File: src/rtl/trp_pkg.sv
`timescale 1ns / 1ps
package trp_pkg;

  typedef enum logic [5:0] {
    PH_FIRST    = 6'd0,
    PH_INSN     = 6'd1,
    PH_H_FLAGS  = 6'd2,
    PH_H_FLAGS2 = 6'd3,
    PH_H_FLAGS3 = 6'd4,
    PH_H_HDRF   = 6'd5,
    PH_H_MAGIC  = 6'd6,
    PH_H_VER    = 6'd7,
    PH_H_IAR    = 6'd8,
    PH_H_RADIX  = 6'd9,
    PH_H_RPN    = 6'd10,
    PH_H_PSIZE  = 6'd11,
    PH_H_PTCR   = 6'd12,
    PH_H_LPID   = 6'd13,
    PH_H_PID    = 6'd14,
    PH_H_CLEN   = 6'd15,
    PH_H_CMT    = 6'd16,
    PH_H_END    = 6'd17,
    PH_R_FLAGS  = 6'd18,
    PH_R_FLAGS2 = 6'd19,
    PH_R_FLAGS3 = 6'd20,
    PH_R_CHECK  = 6'd21,
    PH_R_NODE   = 6'd22,
    PH_R_TERM   = 6'd23,
    PH_R_PROC   = 6'd24,
    PH_R_DADDR  = 6'd25,
    PH_R_DRADIX = 6'd26,
    PH_R_DRPN   = 6'd27,
    PH_R_IAR    = 6'd28,
    PH_R_IRADIX = 6'd29,
    PH_R_IRPN   = 6'd30,
    PH_R_REGCNT = 6'd31,
    PH_R_REGS   = 6'd32,
    PH_R_SEQRPN = 6'd33,
    PH_R_ERR    = 6'd34,
    PH_R_SEQPS  = 6'd35,
    PH_R_IPS    = 6'd36,
    PH_R_DPS    = 6'd37,
    PH_R_END    = 6'd38
  } phase_t;

  typedef enum logic [2:0] {
    ST_INSN     = 3'd0,
    ST_HDR_OK   = 3'd1,
    ST_HDR_BAD  = 3'd2,
    ST_FLAGS    = 3'd3,
    ST_RADIX    = 3'd4
  } status_t;

  localparam logic [31:0] VSX_VERSION = 32'h0700_0000;
  localparam logic [15:0] PF_NODE  = 16'h4000;
  localparam logic [15:0] PF_TERM  = 16'h2000;
  localparam logic [15:0] PF_PROC  = 16'h1000;
  localparam logic [15:0] PF_DADDR = 16'h0800;
  localparam logic [15:0] PF_DRPN  = 16'h0200;
  localparam logic [15:0] PF_IAR   = 16'h0040;
  localparam logic [15:0] PF_IRPN  = 16'h0010;
  localparam logic [15:0] PF_REGS  = 16'h0008;
  localparam logic [15:0] PF_EXT   = 16'h0001;
  localparam logic [15:0] PF_BAD   = 16'h05A6;
  localparam logic [15:0] EF_SEQRPN = 16'h4000;
  localparam logic [15:0] EF_ERR   = 16'h1000;
  localparam logic [15:0] EF_IPS   = 16'h0200;
  localparam logic [15:0] EF_DPS   = 16'h0100;
  localparam logic [15:0] EF_SEQPS = 16'h0020;
  localparam logic [15:0] EF_HDR   = 16'h0002;
  localparam logic [15:0] EF_EXT2  = 16'h0001;
  localparam logic [15:0] EF_BAD   = 16'hACDC;
  localparam logic [15:0] XF_PTCR  = 16'h0080;
  localparam logic [15:0] XF_LPID  = 16'h0040;
  localparam logic [15:0] XF_PID   = 16'h0020;
  localparam logic [15:0] HF_MAGIC = 16'h8000;
  localparam logic [15:0] HF_VER   = 16'h4000;
  localparam logic [15:0] HF_IAR   = 16'h2000;
  localparam logic [15:0] HF_RPN   = 16'h0800;
  localparam logic [15:0] HF_PSIZE = 16'h0040;
  localparam logic [15:0] HF_CMT   = 16'h0002;
  localparam logic [15:0] HF_BAD   = 16'h17BD;

  // Register trace count byte weights, by byte index
  function automatic logic [4:0] reg_weight(input logic [3:0] idx, input logic vsx);
    logic [4:0] w;
    w = 5'd0;
    if (vsx) begin
      case (idx)
        4'd0, 4'd1, 4'd5, 4'd6: w = 5'd9;
        4'd2, 4'd3, 4'd7, 4'd8: w = 5'd18;
        4'd4, 4'd9:             w = 5'd10;
        default:                w = 5'd0;
      endcase
    end else begin
      case (idx)
        4'd0, 4'd1, 4'd4, 4'd5: w = 5'd9;
        4'd2, 4'd6:             w = 5'd18;
        4'd3, 4'd7:             w = 5'd10;
        default:                w = 5'd0;
      endcase
    end
    return w;
  endfunction

  // Result of one record, as handed to the output stage
  typedef struct packed {
    logic [16:0] record_bytes;
    logic        term_valid;
    logic [7:0]  end_code;
    logic [7:0]  end_node;
    logic        node_valid;
    logic [7:0]  node_id;
    logic        data_addr_valid;
    logic [63:0] data_addr;
    logic [31:0] insn_word;
    logic [63:0] insn_addr;
    logic [2:0]  status;
  } result_t;

endpackage

File: src/rtl/trace_record_parser.sv
`timescale 1ns / 1ps
// out_tvalid is registered; it rises at the clock edge that takes a record's last byte.
// Throughput: one byte per cycle; the output register frees the input side,
// so in_tready drops only when a result is held and not taken.
// Reset (rst_n low, synchronous): parser awaits the header instruction word,
// addresses, version and halt flag clear. After an error result it drops bytes.
module trace_record_parser #(
  parameter int RADIX_LEVELS = 4
) (
  input  logic         clk,
  input  logic         rst_n,
  input  logic         in_tvalid,
  output logic         in_tready,
  input  logic [7:0]   in_tdata,   // byte_req[7:0]
  output logic         out_tvalid,
  input  logic         out_tready,
  // status[2:0], insn_addr[66:3], insn_word[98:67], data_addr[162:99],
  // data_addr_valid[163], node_id[171:164], node_valid[172], end_node[180:173],
  // end_code[188:181], term_valid[189], record_bytes[206:190], zero pad
  output logic [207:0] out_tdata
);

  trp_pkg::phase_t phase_r, phase_nxt;
  logic [3:0]  fcnt_r, fcnt_nxt;
  logic [63:0] acc_r, acc_nxt;
  logic [16:0] skip_r, skip_nxt;
  logic [15:0] pf_r, pf_nxt, ef_r, ef_nxt, xf_r, xf_nxt, hf_r, hf_nxt;
  logic [63:0] cur_r, cur_nxt, nxt_addr_r, nxt_addr_nxt, daddr_r, daddr_nxt;
  logic [31:0] ver_r, ver_nxt, insn_r, insn_nxt;
  logic [23:0] nt_r, nt_nxt;
  logic [16:0] rlen_r, rlen_nxt;
  logic        halt_r, halt_nxt;
  trp_pkg::result_t res_r, res_nxt;
  logic        ovalid_r, ovalid_nxt;

  logic        take, vsx;
  logic        sk_done;
  logic [2:0]  sk_status;
  trp_pkg::phase_t sk_phase, sk_start;
  logic [16:0] sk_len;
  logic [63:0] acc_sk;
  logic [15:0] pf_sk, ef_sk, xf_sk, hf_sk;

  assign in_tready = !ovalid_r || out_tready;
  assign take = in_tvalid && in_tready;
  assign vsx = ver_r >= trp_pkg::VSX_VERSION;

  // Accumulated field and flag words as seen once the current byte is taken, and the phase the seek starts from
  always_comb begin
    logic [12:0] wprod;
    wprod = 13'(in_tdata) * 13'(trp_pkg::reg_weight(fcnt_r, vsx));
    acc_sk = acc_r;
    if (take && !halt_r) begin
      if (phase_r == trp_pkg::PH_R_REGCNT) acc_sk = acc_r + 64'(wprod);
      else acc_sk = {acc_r[55:0], in_tdata};
    end
    pf_sk = pf_r; ef_sk = ef_r; xf_sk = xf_r; hf_sk = hf_r;
    case (phase_r)
      trp_pkg::PH_H_FLAGS, trp_pkg::PH_R_FLAGS:   pf_sk = acc_sk[15:0];
      trp_pkg::PH_H_FLAGS2, trp_pkg::PH_R_FLAGS2: ef_sk = acc_sk[15:0];
      trp_pkg::PH_H_FLAGS3, trp_pkg::PH_R_FLAGS3: xf_sk = acc_sk[15:0];
      trp_pkg::PH_H_HDRF:                         hf_sk = acc_sk[15:0];
      default: ;
    endcase
    sk_start = trp_pkg::phase_t'(6'(phase_r) + 6'd1);
    if (phase_r == trp_pkg::PH_FIRST) begin
      sk_start = trp_pkg::PH_H_FLAGS;
    end else if (phase_r == trp_pkg::PH_INSN) begin
      sk_start = (acc_sk[31:0] == 32'd0) ? trp_pkg::PH_H_FLAGS : trp_pkg::PH_R_FLAGS;
    end
  end

  trp_seek #(.RADIX_LEVELS(RADIX_LEVELS)) u_seek (
    .start_phase(sk_start), .pf(pf_sk), .ef(ef_sk), .xf(xf_sk), .hf(hf_sk),
    .vsx(vsx), .accum(acc_sk), .done(sk_done), .status(sk_status),
    .next_phase(sk_phase), .next_len(sk_len)
  );

  // Byte step: accumulate, close field, seek next field, build result
  always_comb begin
    logic [63:0] v;
    logic        fin;
    logic [2:0]  err;
    phase_nxt = phase_r; fcnt_nxt = fcnt_r; acc_nxt = acc_r; skip_nxt = skip_r;
    pf_nxt = pf_r; ef_nxt = ef_r; xf_nxt = xf_r; hf_nxt = hf_r;
    cur_nxt = cur_r; nxt_addr_nxt = nxt_addr_r; daddr_nxt = daddr_r;
    ver_nxt = ver_r; insn_nxt = insn_r; nt_nxt = nt_r; rlen_nxt = rlen_r;
    halt_nxt = halt_r; res_nxt = res_r; ovalid_nxt = ovalid_r && !out_tready;
    fin = 1'b0; err = 3'd0; v = 64'd0;
    if (take && !halt_r) begin
      if (rlen_r != 17'h1FFFF) rlen_nxt = rlen_r + 17'd1;
      acc_nxt = acc_sk;
      if (fcnt_r != 4'd15) fcnt_nxt = fcnt_r + 4'd1;
      if (skip_r != 17'd0) skip_nxt = skip_r - 17'd1;
      fin = (skip_nxt == 17'd0);
      v = acc_sk;
    end
    if (fin) begin
      // Act on the completed field
      case (phase_r)
        trp_pkg::PH_FIRST: begin
          insn_nxt = v[31:0];
          if (v[31:0] != 32'd0) err = trp_pkg::ST_HDR_BAD;
        end
        trp_pkg::PH_INSN: insn_nxt = v[31:0];
        trp_pkg::PH_H_FLAGS: begin
          pf_nxt = v[15:0];
          if (v[15:0] != trp_pkg::PF_EXT) err = trp_pkg::ST_HDR_BAD;
        end
        trp_pkg::PH_H_FLAGS2: begin
          ef_nxt = v[15:0];
          if ((v[15:0] & trp_pkg::EF_HDR) == 0 ||
              (v[15:0] & ~(trp_pkg::EF_HDR | trp_pkg::EF_EXT2)) != 0)
            err = trp_pkg::ST_HDR_BAD;
        end
        trp_pkg::PH_H_FLAGS3, trp_pkg::PH_R_FLAGS3: xf_nxt = v[15:0];
        trp_pkg::PH_H_HDRF: begin
          hf_nxt = v[15:0];
          if ((v[15:0] & trp_pkg::HF_BAD) != 0) err = trp_pkg::ST_HDR_BAD;
        end
        trp_pkg::PH_H_VER: ver_nxt = v[31:0];
        trp_pkg::PH_H_IAR, trp_pkg::PH_R_IAR: nxt_addr_nxt = v;
        trp_pkg::PH_R_FLAGS: pf_nxt = v[15:0];
        trp_pkg::PH_R_FLAGS2: ef_nxt = v[15:0];
        trp_pkg::PH_R_NODE: nt_nxt = nt_r | {v[7:0], 16'd0};
        trp_pkg::PH_R_TERM: nt_nxt = nt_r | {8'd0, v[15:0]};
        trp_pkg::PH_R_DADDR: daddr_nxt = v;
        default: ;
      endcase
      if (err == 3'd0 && !sk_done) begin
        phase_nxt = sk_phase;
        skip_nxt = sk_len;
        fcnt_nxt = 4'd0;
        acc_nxt = 64'd0;
      end else begin
        // Emit a result
        res_nxt = '0;
        res_nxt.status = (err != 3'd0) ? err : sk_status;
        res_nxt.insn_addr = cur_r;
        res_nxt.insn_word = insn_nxt;
        res_nxt.record_bytes = rlen_nxt;
        ovalid_nxt = 1'b1;
        if (err != 3'd0 || sk_status >= trp_pkg::ST_HDR_BAD) begin
          halt_nxt = 1'b1;
        end else begin
          if (sk_status == trp_pkg::ST_INSN) begin
            if ((pf_nxt & trp_pkg::PF_DADDR) != 0) begin
              res_nxt.data_addr = daddr_nxt;
              res_nxt.data_addr_valid = 1'b1;
            end
            if ((pf_nxt & trp_pkg::PF_NODE) != 0) begin
              res_nxt.node_id = nt_nxt[23:16];
              res_nxt.node_valid = 1'b1;
            end
            if ((pf_nxt & trp_pkg::PF_TERM) != 0) begin
              res_nxt.end_node = nt_nxt[15:8];
              res_nxt.end_code = nt_nxt[7:0];
              res_nxt.term_valid = 1'b1;
            end
            cur_nxt = ((pf_nxt & trp_pkg::PF_IAR) != 0) ? nxt_addr_nxt : cur_r + 64'd4;
          end else begin
            cur_nxt = nxt_addr_nxt;
          end
          // Start the next record
          phase_nxt = trp_pkg::PH_INSN;
          fcnt_nxt = 4'd0; acc_nxt = 64'd0; skip_nxt = 17'd4;
          pf_nxt = 16'd0; ef_nxt = 16'd0; xf_nxt = 16'd0; hf_nxt = 16'd0;
          nxt_addr_nxt = cur_nxt; insn_nxt = 32'd0; daddr_nxt = 64'd0;
          nt_nxt = 24'd0; rlen_nxt = 17'd0;
        end
      end
    end
  end

  // State and output registers
  always_ff @(posedge clk) begin
    if (!rst_n) begin
      phase_r <= trp_pkg::PH_FIRST; fcnt_r <= 4'd0; acc_r <= 64'd0; skip_r <= 17'd4;
      pf_r <= 16'd0; ef_r <= 16'd0; xf_r <= 16'd0; hf_r <= 16'd0;
      cur_r <= 64'd0; nxt_addr_r <= 64'd0; daddr_r <= 64'd0;
      ver_r <= 32'd0; insn_r <= 32'd0; nt_r <= 24'd0; rlen_r <= 17'd0;
      halt_r <= 1'b0; ovalid_r <= 1'b0;
    end else begin
      phase_r <= phase_nxt; fcnt_r <= fcnt_nxt; acc_r <= acc_nxt; skip_r <= skip_nxt;
      pf_r <= pf_nxt; ef_r <= ef_nxt; xf_r <= xf_nxt; hf_r <= hf_nxt;
      cur_r <= cur_nxt; nxt_addr_r <= nxt_addr_nxt; daddr_r <= daddr_nxt;
      ver_r <= ver_nxt; insn_r <= insn_nxt; nt_r <= nt_nxt; rlen_r <= rlen_nxt;
      halt_r <= halt_nxt; ovalid_r <= ovalid_nxt;
    end
    res_r <= res_nxt;
  end

  assign out_tvalid = ovalid_r;
  assign out_tdata = {1'b0, res_r};

endmodule

File: src/rtl/trp_seek.sv
`timescale 1ns / 1ps
// Picks the next present field from a candidate phase. Each phase is
// examined in parallel; a priority search finds the first one that
// holds bytes, raises an error or ends the header or record.
module trp_seek #(
  parameter int RADIX_LEVELS = 4
) (
  input  trp_pkg::phase_t start_phase,
  input  logic [15:0]     pf,
  input  logic [15:0]     ef,
  input  logic [15:0]     xf,
  input  logic [15:0]     hf,
  input  logic            vsx,
  input  logic [63:0]     accum,
  output logic            done,      // status to emit
  output logic [2:0]      status,
  output trp_pkg::phase_t next_phase,
  output logic [16:0]     next_len
);

  localparam logic [16:0] RADIX_BYTES = 17'(RADIX_LEVELS * 8);
  localparam int NPH = 39;

  logic [16:0] len_a [NPH];
  logic [2:0]  err_a [NPH];

  function automatic logic [16:0] rlen(input logic [1:0] host);
    return (host == 2'd0) ? RADIX_BYTES : 17'd0;
  endfunction

  // Length and error of every phase
  always_comb begin
    for (int i = 0; i < NPH; i++) begin
      len_a[i] = 17'd0;
      err_a[i] = 3'd0;
    end
    len_a[trp_pkg::PH_H_FLAGS]  = 17'd2;
    len_a[trp_pkg::PH_H_FLAGS2] = 17'd2;
    len_a[trp_pkg::PH_H_FLAGS3] = (ef & trp_pkg::EF_EXT2) != 0 ? 17'd2 : 17'd0;
    len_a[trp_pkg::PH_H_HDRF]   = 17'd2;
    len_a[trp_pkg::PH_H_MAGIC]  = (hf & trp_pkg::HF_MAGIC) != 0 ? 17'd4 : 17'd0;
    len_a[trp_pkg::PH_H_VER]    = (hf & trp_pkg::HF_VER) != 0 ? 17'd4 : 17'd0;
    len_a[trp_pkg::PH_H_IAR]    = (hf & trp_pkg::HF_IAR) != 0 ? 17'd8 : 17'd0;
    if ((hf & trp_pkg::HF_RPN) != 0 && (ef & trp_pkg::EF_EXT2) != 0) begin
      if (xf[9:8] == 2'd0) err_a[trp_pkg::PH_H_RADIX] = trp_pkg::ST_RADIX;
      else len_a[trp_pkg::PH_H_RADIX] = rlen(xf[11:10]);
    end
    len_a[trp_pkg::PH_H_RPN]   = (hf & trp_pkg::HF_RPN) != 0 ? 17'd4 : 17'd0;
    len_a[trp_pkg::PH_H_PSIZE] = (hf & trp_pkg::HF_PSIZE) != 0 ? 17'd1 : 17'd0;
    len_a[trp_pkg::PH_H_PTCR]  = (xf & trp_pkg::XF_PTCR) != 0 ? 17'd8 : 17'd0;
    len_a[trp_pkg::PH_H_LPID]  = (xf & trp_pkg::XF_LPID) != 0 ? 17'd8 : 17'd0;
    len_a[trp_pkg::PH_H_PID]   = (xf & trp_pkg::XF_PID) != 0 ? 17'd4 : 17'd0;
    len_a[trp_pkg::PH_H_CLEN]  = (hf & trp_pkg::HF_CMT) != 0 ? 17'd2 : 17'd0;
    len_a[trp_pkg::PH_H_CMT]   = (hf & trp_pkg::HF_CMT) != 0 ? {1'b0, accum[15:0]} : 17'd0;
    len_a[trp_pkg::PH_R_FLAGS]  = 17'd2;
    len_a[trp_pkg::PH_R_FLAGS2] = (pf & trp_pkg::PF_EXT) != 0 ? 17'd2 : 17'd0;
    len_a[trp_pkg::PH_R_FLAGS3] = (ef & trp_pkg::EF_EXT2) != 0 ? 17'd2 : 17'd0;
    if ((pf & trp_pkg::PF_BAD) != 0 || (ef & trp_pkg::EF_BAD) != 0)
      err_a[trp_pkg::PH_R_CHECK] = trp_pkg::ST_FLAGS;
    len_a[trp_pkg::PH_R_NODE]  = (pf & trp_pkg::PF_NODE) != 0 ? 17'd1 : 17'd0;
    len_a[trp_pkg::PH_R_TERM]  = (pf & trp_pkg::PF_TERM) != 0 ? 17'd2 : 17'd0;
    len_a[trp_pkg::PH_R_PROC]  = (pf & trp_pkg::PF_PROC) != 0 ? 17'd1 : 17'd0;
    len_a[trp_pkg::PH_R_DADDR] = (pf & trp_pkg::PF_DADDR) != 0 ? 17'd8 : 17'd0;
    if ((pf & trp_pkg::PF_DRPN) != 0 && (ef & trp_pkg::EF_EXT2) != 0) begin
      if (xf[13:12] == 2'd0) err_a[trp_pkg::PH_R_DRADIX] = trp_pkg::ST_RADIX;
      else len_a[trp_pkg::PH_R_DRADIX] = rlen(xf[15:14]);
    end
    len_a[trp_pkg::PH_R_DRPN] = (pf & trp_pkg::PF_DRPN) != 0 ? 17'd4 : 17'd0;
    len_a[trp_pkg::PH_R_IAR]  = (pf & trp_pkg::PF_IAR) != 0 ? 17'd8 : 17'd0;
    if ((pf & trp_pkg::PF_IRPN) != 0 && (ef & trp_pkg::EF_EXT2) != 0) begin
      if (xf[9:8] == 2'd0) err_a[trp_pkg::PH_R_IRADIX] = trp_pkg::ST_RADIX;
      else len_a[trp_pkg::PH_R_IRADIX] = rlen(xf[11:10]);
    end
    len_a[trp_pkg::PH_R_IRPN] = (pf & trp_pkg::PF_IRPN) != 0 ? 17'd4 : 17'd0;
    if ((pf & trp_pkg::PF_REGS) != 0)
      len_a[trp_pkg::PH_R_REGCNT] = vsx ? 17'd10 : 17'd8;
    len_a[trp_pkg::PH_R_REGS]   = (pf & trp_pkg::PF_REGS) != 0 ? accum[16:0] : 17'd0;
    len_a[trp_pkg::PH_R_SEQRPN] = (ef & trp_pkg::EF_SEQRPN) != 0 ? 17'd4 : 17'd0;
    len_a[trp_pkg::PH_R_ERR]    = (ef & trp_pkg::EF_ERR) != 0 ? 17'd1 : 17'd0;
    len_a[trp_pkg::PH_R_SEQPS]  = (ef & trp_pkg::EF_SEQPS) != 0 ? 17'd1 : 17'd0;
    len_a[trp_pkg::PH_R_IPS]    = (ef & trp_pkg::EF_IPS) != 0 ? 17'd1 : 17'd0;
    len_a[trp_pkg::PH_R_DPS]    = (ef & trp_pkg::EF_DPS) != 0 ? 17'd1 : 17'd0;
  end

  // First phase at or after the start that stops the walk
  always_comb begin
    logic found;
    found      = 1'b0;
    done       = 1'b0;
    status     = trp_pkg::ST_INSN;
    next_phase = start_phase;
    next_len   = 17'd0;
    for (int i = 0; i < NPH; i++) begin
      if (!found && 6'(i) >= start_phase) begin
        if (i == int'(trp_pkg::PH_H_END)) begin
          found = 1'b1; done = 1'b1; status = trp_pkg::ST_HDR_OK;
        end else if (i == int'(trp_pkg::PH_R_END)) begin
          found = 1'b1; done = 1'b1; status = trp_pkg::ST_INSN;
        end else if (err_a[i] != 3'd0) begin
          found = 1'b1; done = 1'b1; status = err_a[i];
        end else if (len_a[i] != 17'd0) begin
          found = 1'b1;
          next_phase = trp_pkg::phase_t'(6'(i));
          next_len = len_a[i];
        end
      end
    end
  end

endmodule
File: config.mk
export PLATFORM = sky130hd
export DESIGN_NAME = trace_record_parser
export DESIGN_NICKNAME = d
export VERILOG_FILES = /design/src/rtl/trp_pkg.sv /design/src/rtl/trace_record_parser.sv /design/src/rtl/trp_seek.sv
export SDC_FILE = /design/constraint.sdc
export NUM_CORES = 2
export LEC_CHECK = 0
export BUFFER_PORTS_ARGS = -buffer_cell sky130_fd_sc_hd__buf_4
export CORE_ASPECT_RATIO = 0.75
export CORE_MARGIN = 4
export CORE_UTILIZATION = 51
export DETAILED_ROUTE_END_ITERATION = 7
export MAX_ROUTING_LAYER = met4
export PLACE_DENSITY = 0.69
export SKIP_CTS_REPAIR_TIMING = 1
export SYNTH_ARGS = -nofsm -noshare
export SYNTH_HDL_FRONTEND = slang
export SYNTH_SLANG_ARGS = --single-unit
export TNS_END_PERCENT = 50
File: constraint.sdc
create_clock -name clk -period 22.2 [get_ports clk]
set_clock_uncertainty 0.2 [all_clocks]
set_input_delay 2.22 -clock clk [delete_from_list [all_inputs] [get_ports clk]]
set_output_delay 2.22 -clock clk [all_outputs]
set_load 0.02 [all_outputs]
Word-level counts from Yosys, hierarchy flattened
Memory sizes are Yosys's and may differ from the RTL's. A register that Yosys moved wholly into a read port is not among the register bits. Cells that the tools add are included.

Bits in registers: 661. Bits in read-only memories: 96. Input port bits: 12. Output and inout port bits: 210. Word-level logic and storage cells: 594. Memories kept: 2.

Memories: (no name shown) (depth 16, width 4, rd ports 1, clocked after Yosys merged registers in 1, wr ports 0, line trp_pkg.sv:89) `case (idx)`; (no name shown) (depth 8, width 4, rd ports 1, clocked after Yosys merged registers in 1, wr ports 0, line trp_pkg.sv:96) `case (idx)`.

$add $sub $neg: 6. Multipliers: 1. Magnitude comparators: 39. Equality and inequality tests: 19. Multiplexer cells: 340. Bitwise logic cells: 8. Reduce and logical (&&, ||, !) cells: 151.

Operators by type and width (count): $mux 17 (79); $mux 64 (15); $reduce_bool 17->1 (30); $mux 6 (78); $mux 16 (17); $reduce_bool 32->1 (5); $ge 5x6->1 const A (16); $mux 32 (3); $mux 1 (90); $mux 3 (25); $mux 65 (1); $add 64x13->64 (1); $add 64x3->64 const B (1); $logic_not 32->1 (2); $eq 6x5->1 const B (8); $ge 4x6->1 const A (8); $mux 24 (2); $mux 4 (12); $pmux 24 s2 (1); $logic_and 1x1->1 (43); $ge 6x6->1 const A (7); $logic_not 1->1 (40); $ge 32x27->1 const B (1); $ge 3x6->1 const A (4); 33 further kinds (75).

Longest topological paths before layout
Depth after elaboration: 126. Mapped depth: 30. Gate-level depth less buffers: 28.

Modules after synthesis
A second synthesis with hierarchy kept.

Cell total of the unflattened synthesis: 3865. Area, all modules: 33712.3 um2.

By module, submodules not included: trace_record_parser (times used 1, cells each 3596, area an instance 32027.0 um2, seq. area each 14984.4 um2); trp_seek (times used 1, cells each 269, area an instance 1685.4 um2, seq. area each 0.0 um2).

Worst setup path before layout
OpenSTA, ideal clock, no wires.

Path type: in2reg. Start: input in_tdata[5]. End: register res_r, in the netlist out_tdata[0] (enable). Library setup time: 845 ps. Arrival: 17102 ps. Data required time: 21155 ps. Path slack: 4053 ps. Cell stages on the path: 20. Path buffers: 1. Path through: and2_1 fa_1 inv_1 fa_1 fa_1 inv_1 ha_1 o211ai_1 a21o_1 a21o_1 a2111oi_2 a311oi_1 a21o_1 or4_4 nor4_4 a21oi_2 o41ai_4 nand2_4 clkbuf_1 a21oi_1.

Longest elaborated chain between the ends: 122. Elaborated cells between the ends (all ways): 289. Those cells by class: add/sub: 1; mul: 1; order compare: 37; eq/ne: 1; mux: 130; bitwise: 1; reduce/logical: 118.

Ends and longest elaborated chain: from (decl) (line trace_record_parser.sv:14) `input logic [7:0] in_tdata,`; $mul 8x5->13 (line trace_record_parser.sv:51) `wprod = 13'(in_tdata) * 13'(trp_pkg::reg_weight(fcnt_r, vsx));`; $add 64x13->64 (line trace_record_parser.sv:54) `if (phase_r == trp_pkg::PH_R_REGCNT) acc_sk = acc_r + 64'(wprod);`; $mux 64 (*) (line trace_record_parser.sv:54); $mux 64 (*) (line trace_record_parser.sv:53) `if (take && !halt_r) begin`; $logic_not 32->1 (line trace_record_parser.sv:69) `sk_start = (acc_sk[31:0] == 32'd0) ? trp_pkg::PH_H_FLAGS : trp_pkg::PH_R_FLAGS;`; $mux 5 (line trace_record_parser.sv:69); $mux 6 (line trace_record_parser.sv:68) `end else if (phase_r == trp_pkg::PH_INSN) begin`; $mux 6 (line trace_record_parser.sv:66) `if (phase_r == trp_pkg::PH_FIRST) begin`; [... 106 more ...]; $mux 1 (line trp_seek.sv:94) `if (!found && 6'(i) >= start_phase) begin`; $logic_not 1->1 (line trp_seek.sv:94); $logic_and 1x1->1 (line trp_seek.sv:94); $mux 1 (line trp_seek.sv:94); $logic_not 1->1 (line trace_record_parser.sv:130) `if (err == 3'd0 && !sk_done) begin`; $logic_and 1x1->1 (*) (line trace_record_parser.sv:130); $not 1->1 (no source line) (*); $reduce_and 2->1 (no source line) (*); to (signal assigned) (line trace_record_parser.sv:190) `res_r <= res_nxt;`; to (decl) (line trace_record_parser.sv:33) `trp_pkg::result_t res_r, res_nxt;`.

Mark *: on every way between the ends. The rest lies on a longest branch, timed or not. The select of a mux whose other input is x is not followed. A chain may end at the register's enable or synchronous reset.

Final worst setup path
Start: register ver_r[28]. End: register res_r, in the netlist out_tdata[171] (enable).

Longest elaborated chain between the ends: 124. Elaborated cells between the ends (all ways): 304. Those cells by class: add/sub: 1; mul: 1; order compare: 38; eq/ne: 1; mux: 137; bitwise: 1; reduce/logical: 125.

Ends and longest elaborated chain: from (decl) (line trace_record_parser.sv:29) `logic [31:0] ver_r, ver_nxt, insn_r, insn_nxt;`; from (signal assigned) (line trace_record_parser.sv:187) `ver_r <= ver_nxt; insn_r <= insn_nxt; nt_r <= nt_nxt; rlen_r <= rlen_nxt;`; $ge 32x27->1 (*) (line trace_record_parser.sv:46) `assign vsx = ver_r >= trp_pkg::VSX_VERSION;`; $mux 5 (line trp_pkg.sv:88) `if (vsx) begin`; $mul 8x5->13 (line trace_record_parser.sv:51); $add 64x13->64 (line trace_record_parser.sv:54); $mux 64 (line trace_record_parser.sv:54); $mux 64 (line trace_record_parser.sv:53); $logic_not 32->1 (line trace_record_parser.sv:69); $mux 5 (line trace_record_parser.sv:69); [... 108 more ...]; $mux 1 (line trp_seek.sv:94); $logic_not 1->1 (line trp_seek.sv:94); $logic_and 1x1->1 (line trp_seek.sv:94); $mux 1 (line trp_seek.sv:94); $logic_not 1->1 (line trace_record_parser.sv:130); $logic_and 1x1->1 (*) (line trace_record_parser.sv:130); $not 1->1 (no source line) (*); $reduce_and 2->1 (no source line) (*).

Marks and branches as above.

==> results.txt <==
- Insertion delay to the later sink of the worst-skew pair: 0.63 ns
* Setup WS post-layout: 11.12 ns
* Area of the die: 71640 µm²
* Placer congestion estimate: 1.061
* Number of enable-type register cells in the synthesized netlist: 207
- For this run the aggregate overflow at the end of global routing stands at 0.
- Cell Pwr Density: 73.75 nW/µm²
- In this run, placement finished with an instance count of 4939.
* Area Overhead vs Synth: 12.38%
- Number of global-route vias before repair: 29330
- Number of buffers on the longest clock path: 3
- For this run, the leading register cell type out of synthesis is dfxtp_1.
- Share of flip-flops with an asynchronous set or reset: 0%
* Overall die height: 232.8 µm
- For this run, the register share of the synthesized area comes to 42.61%.
- Summing every instance area after synthesis gives 34370 µm².
* Gate Count Post-Synth: 4101
* Yosys Warn Count: 0
- Global routing consumed, over all layers together, 35.20% of the routing resources.
* Buffers added on ports: 220
- Timing analysis after detailed placement gives a worst setup slack of 11.12 ns.
* Transition time of the tightest slew-check pin: 1.385 ns
* Rows: 82
- H-tree level count: 3
- TritonCTS Buffers: 66
- TritonCTS clock tree: built
* Total setup violations reported at the end of the flow: 0
* Highest attainable clock frequency: 90.28 MHz
- Across all register-to-register paths, the minimum setup slack is 11.12 ns.
- After detailed routing, the number of vias per cell comes to 6.426.
- The final layout contains 4199 nets.
- The critical path is of the reg -> reg type.
* Wire length per cell: 24.95 µm
- The number of pins exceeding their max-slew limit in the final report was 0.
- Power comes to 0.002848 W.
- Startpoint class of the critical path: flip-flop
- Number of sinks handled by clock tree synthesis: 628
* Highest net fanout along the worst path: 70
- First-pass GRT wire length: 188600 µm
- Summed over all cells, the static leakage comes to 13.77 nW.
- Mean Syn Cell Area: 8.380 µm²
* Final sum of negative setup slack: 0 ns
* Largest net degree at the start of global routing: 76
- Detailed placement finished with a half-perimeter wire length of 86590 µm.
- After synthesis the netlist holds a flip-flop and latch count of 628.
* Final hold violation count: 0
* Max-cap violation count: 0
- In this run the standard cell core region covers 66790 µm².
* Final standard cell count with taps included and fillers excluded: 5066
- Final-layout worst hold slack: 0.2505 ns
- Minimum period implied by the final worst setup slack: 11.08 ns
- Yosys cell types: 110
- Once the floorplan was initialized, standard cells occupied 51.45% of the core.
- CP endpoint kind: flip-flop
* Total detailed-routing wirelength: 126400 µm
* First DRT Iteration DRCs: 4412
- Cells with a size suffix above 1 make up 12.37% of the layout.
- The final critical path takes up 49.90% of the cycle.
- After detailed routing, the number of remaining DRC violations is 0.
- The path class of the tightest hold or removal check is reg -> reg.
- The detailed router placed 32560 vias in this run.
* Worst vdd ir: 56.61 µV
* Unrepaired setup endpoints after global routing: false
* Width of the die: 307.7 µm
- Critical path arrival: 11.12 ns
- Clock root buffer master: clkbuf_16
- Number of detailed-route iterations in the first pass: 8
- Antenna violation net count after detailed routing: 0
- Headroom to the max-slew limit came out at 7.689%.
* Data required time at the worst endpoint: 22.24 ns
- The run finished with clean final reports.
- The number of nets handed over by synthesis was 4175.
- Clock-pin slew on the worst setup and hold paths: 0.06 ns
- The number of antenna violations at the first check in global routing came to 5.
- I/O pin count: 222
==> logic make-up after synthesis <==
family,share of synthesized area (%)
flops,42.61
xor+xnor,3.670
compound gates,18.49
simple gates,24.04
mux,3.590
other cells,0.01091
buf+inv,4.868
fa+ha+maj,2.716
==> routing by layer <==
metal	track usage [%]	wire [µm]	vias to the layer above
met1	49.73	54500	15570
li1	-	-	14780
met2	48.19	51540	1929
met4	11.78	4598	0
met5	-	0	-
met3	10.05	15780	277
==> flip-flops by register name, summed over array words and instances (netlist names), 4 cells and up, named ones only <==
signal,cells
acc_r,64
cur_r,64
daddr_r,64
ef_r,15
fcnt_r,4
hf_r,6
insn_r,32
nt_r,24
nxt_addr_r,64
out_tdata,207
pf_r,15
phase_r,6
rlen_r,17
skip_r,17
ver_r,8
xf_r,11
==> per-stage QoR <==
| stage | cell area [µm²] | util (%) |
|---|---|---|
| floorplan | 34370 | - |
| CTS | 38600 | 57.79 |
| finish | 38620 | 57.82 |
| global route | 38620 | 57.82 |
| global placement | 36330 | 54.40 |
| detailed placement | 36330 | 54.40 |
==> worst paths after layout <==
check                      startpoint                           end  depth (start not counted)
max            ver_r[28]$_SDFFE_PN0P_  out_tdata[171]$_SDFFCE_PP0P_                         24
min          daddr_r[39]$_SDFFE_PN0P_      daddr_r[39]$_SDFFE_PN0P_                          2
max reg2reg    ver_r[28]$_SDFFE_PN0P_  out_tdata[171]$_SDFFCE_PP0P_                         24
min reg2reg  daddr_r[39]$_SDFFE_PN0P_      daddr_r[39]$_SDFFE_PN0P_                          2
==> critical path, cell delays in order (launching register included) <==
cell and delay, ns:
dfxtp_1 0.33, or4_1 0.52, a311oi_2 0.80, mux2i_1 0.70, nor2b_1 0.13, ha_1 0.35, fa_1 0.54, inv_1 0.06
fa_1 0.53, inv_1 0.04, ha_1 0.37, nand2_1 0.19, nor4_2 0.08, nor3_2 0.36, and2_1 0.42, nor2_1 0.12
o311ai_2 0.71, nand4_1 0.26, nor4_4 0.47, a21oi_2 0.29, o41ai_4 0.58, nand2_4 0.35, a21oi_4 0.67, buf_4 0.82
buf_4 0.69
==> placed cells by master, fill, tap and decap left out, types with 41 or more instances in the layout <==
cell type	n
nand2_1	663
dfxtp_1	421
a21oi_1	417
nor2_1	361
buf_4	288
nand3_1	223
edfxtp_1	207
o21ai_0	166
nand4_1	100
mux2i_1	94
xnor2_1	84
nor3_1	81
clkbuf_16	67
xor2_1	60
inv_1	58
and2_1	43
and3_1	42
a22o_1	42
ha_1	41
==> cell usage after synthesis, drive strengths merged (9+ instances only) <==
cell type / n / area [µm²]
o221a: 12 / 135.1
o2111ai: 12 / 111.4
a21o: 25 / 188.9
nand2: 672 / 2545
or2: 14 / 87.59
o21ai: 180 / 908.4
o21a: 15 / 112.6
dfxtp: 421 / 8428
nand4: 100 / 625.6
clkbuf: 207 / 778.2
o31ai: 38 / 285.3
and3: 42 / 262.8
a2111oi: 12 / 117.6
o22ai: 27 / 168.9
buf: 125 / 673.2
a311oi: 10 / 93.84
a22oi: 26 / 195.2
inv: 59 / 221.5
a211oi: 41 / 330.3
a21oi: 423 / 2140
and4: 15 / 133.9
xor2: 60 / 525.5
a211o: 9 / 78.83
nor4: 36 / 261.5
fa: 21 / 420.4
nor2b: 30 / 187.7
mux2i: 94 / 940.9
a31oi: 26 / 162.7
nand3: 224 / 1126
mux2: 26 / 292.8
and2: 46 / 287.8
or4: 14 / 108.9
o211ai: 24 / 180.2
or3: 40 / 250.2
edfxtp: 207 / 6216
ha: 41 / 513.0
nor2: 372 / 1443
xnor2: 84 / 735.7
a31o: 9 / 78.83
nor3: 87 / 455.4
a22o: 42 / 367.9
nand2b: 16 / 100.1
==> cell type report <==
| class | instances | area, µm² |
|---|---|---|
| fillers | 5988 | 28170 |
| inverters | 59 | 224.0 |
| clock inverters | 39 | 489.2 |
| clock buffers | 83 | 1777 |
| repair buffers | 288 | 2162 |
| well taps | 882 | 1104 |
| flip-flops and latches | 628 | 14640 |
| diodes | 5 | 12.51 |
| multi-input cells | 3082 | 18210 |
==> power by group <==
group	total, W	switching (W)	internal, W
clock network	0.00117	0.000500	0.000673
registers	0.00125	0.0000316	0.00122
logic	0.000422	0.000298	0.000124
total	0.00285	0.000830	0.00202
Power figures use the tool's default switching activity.
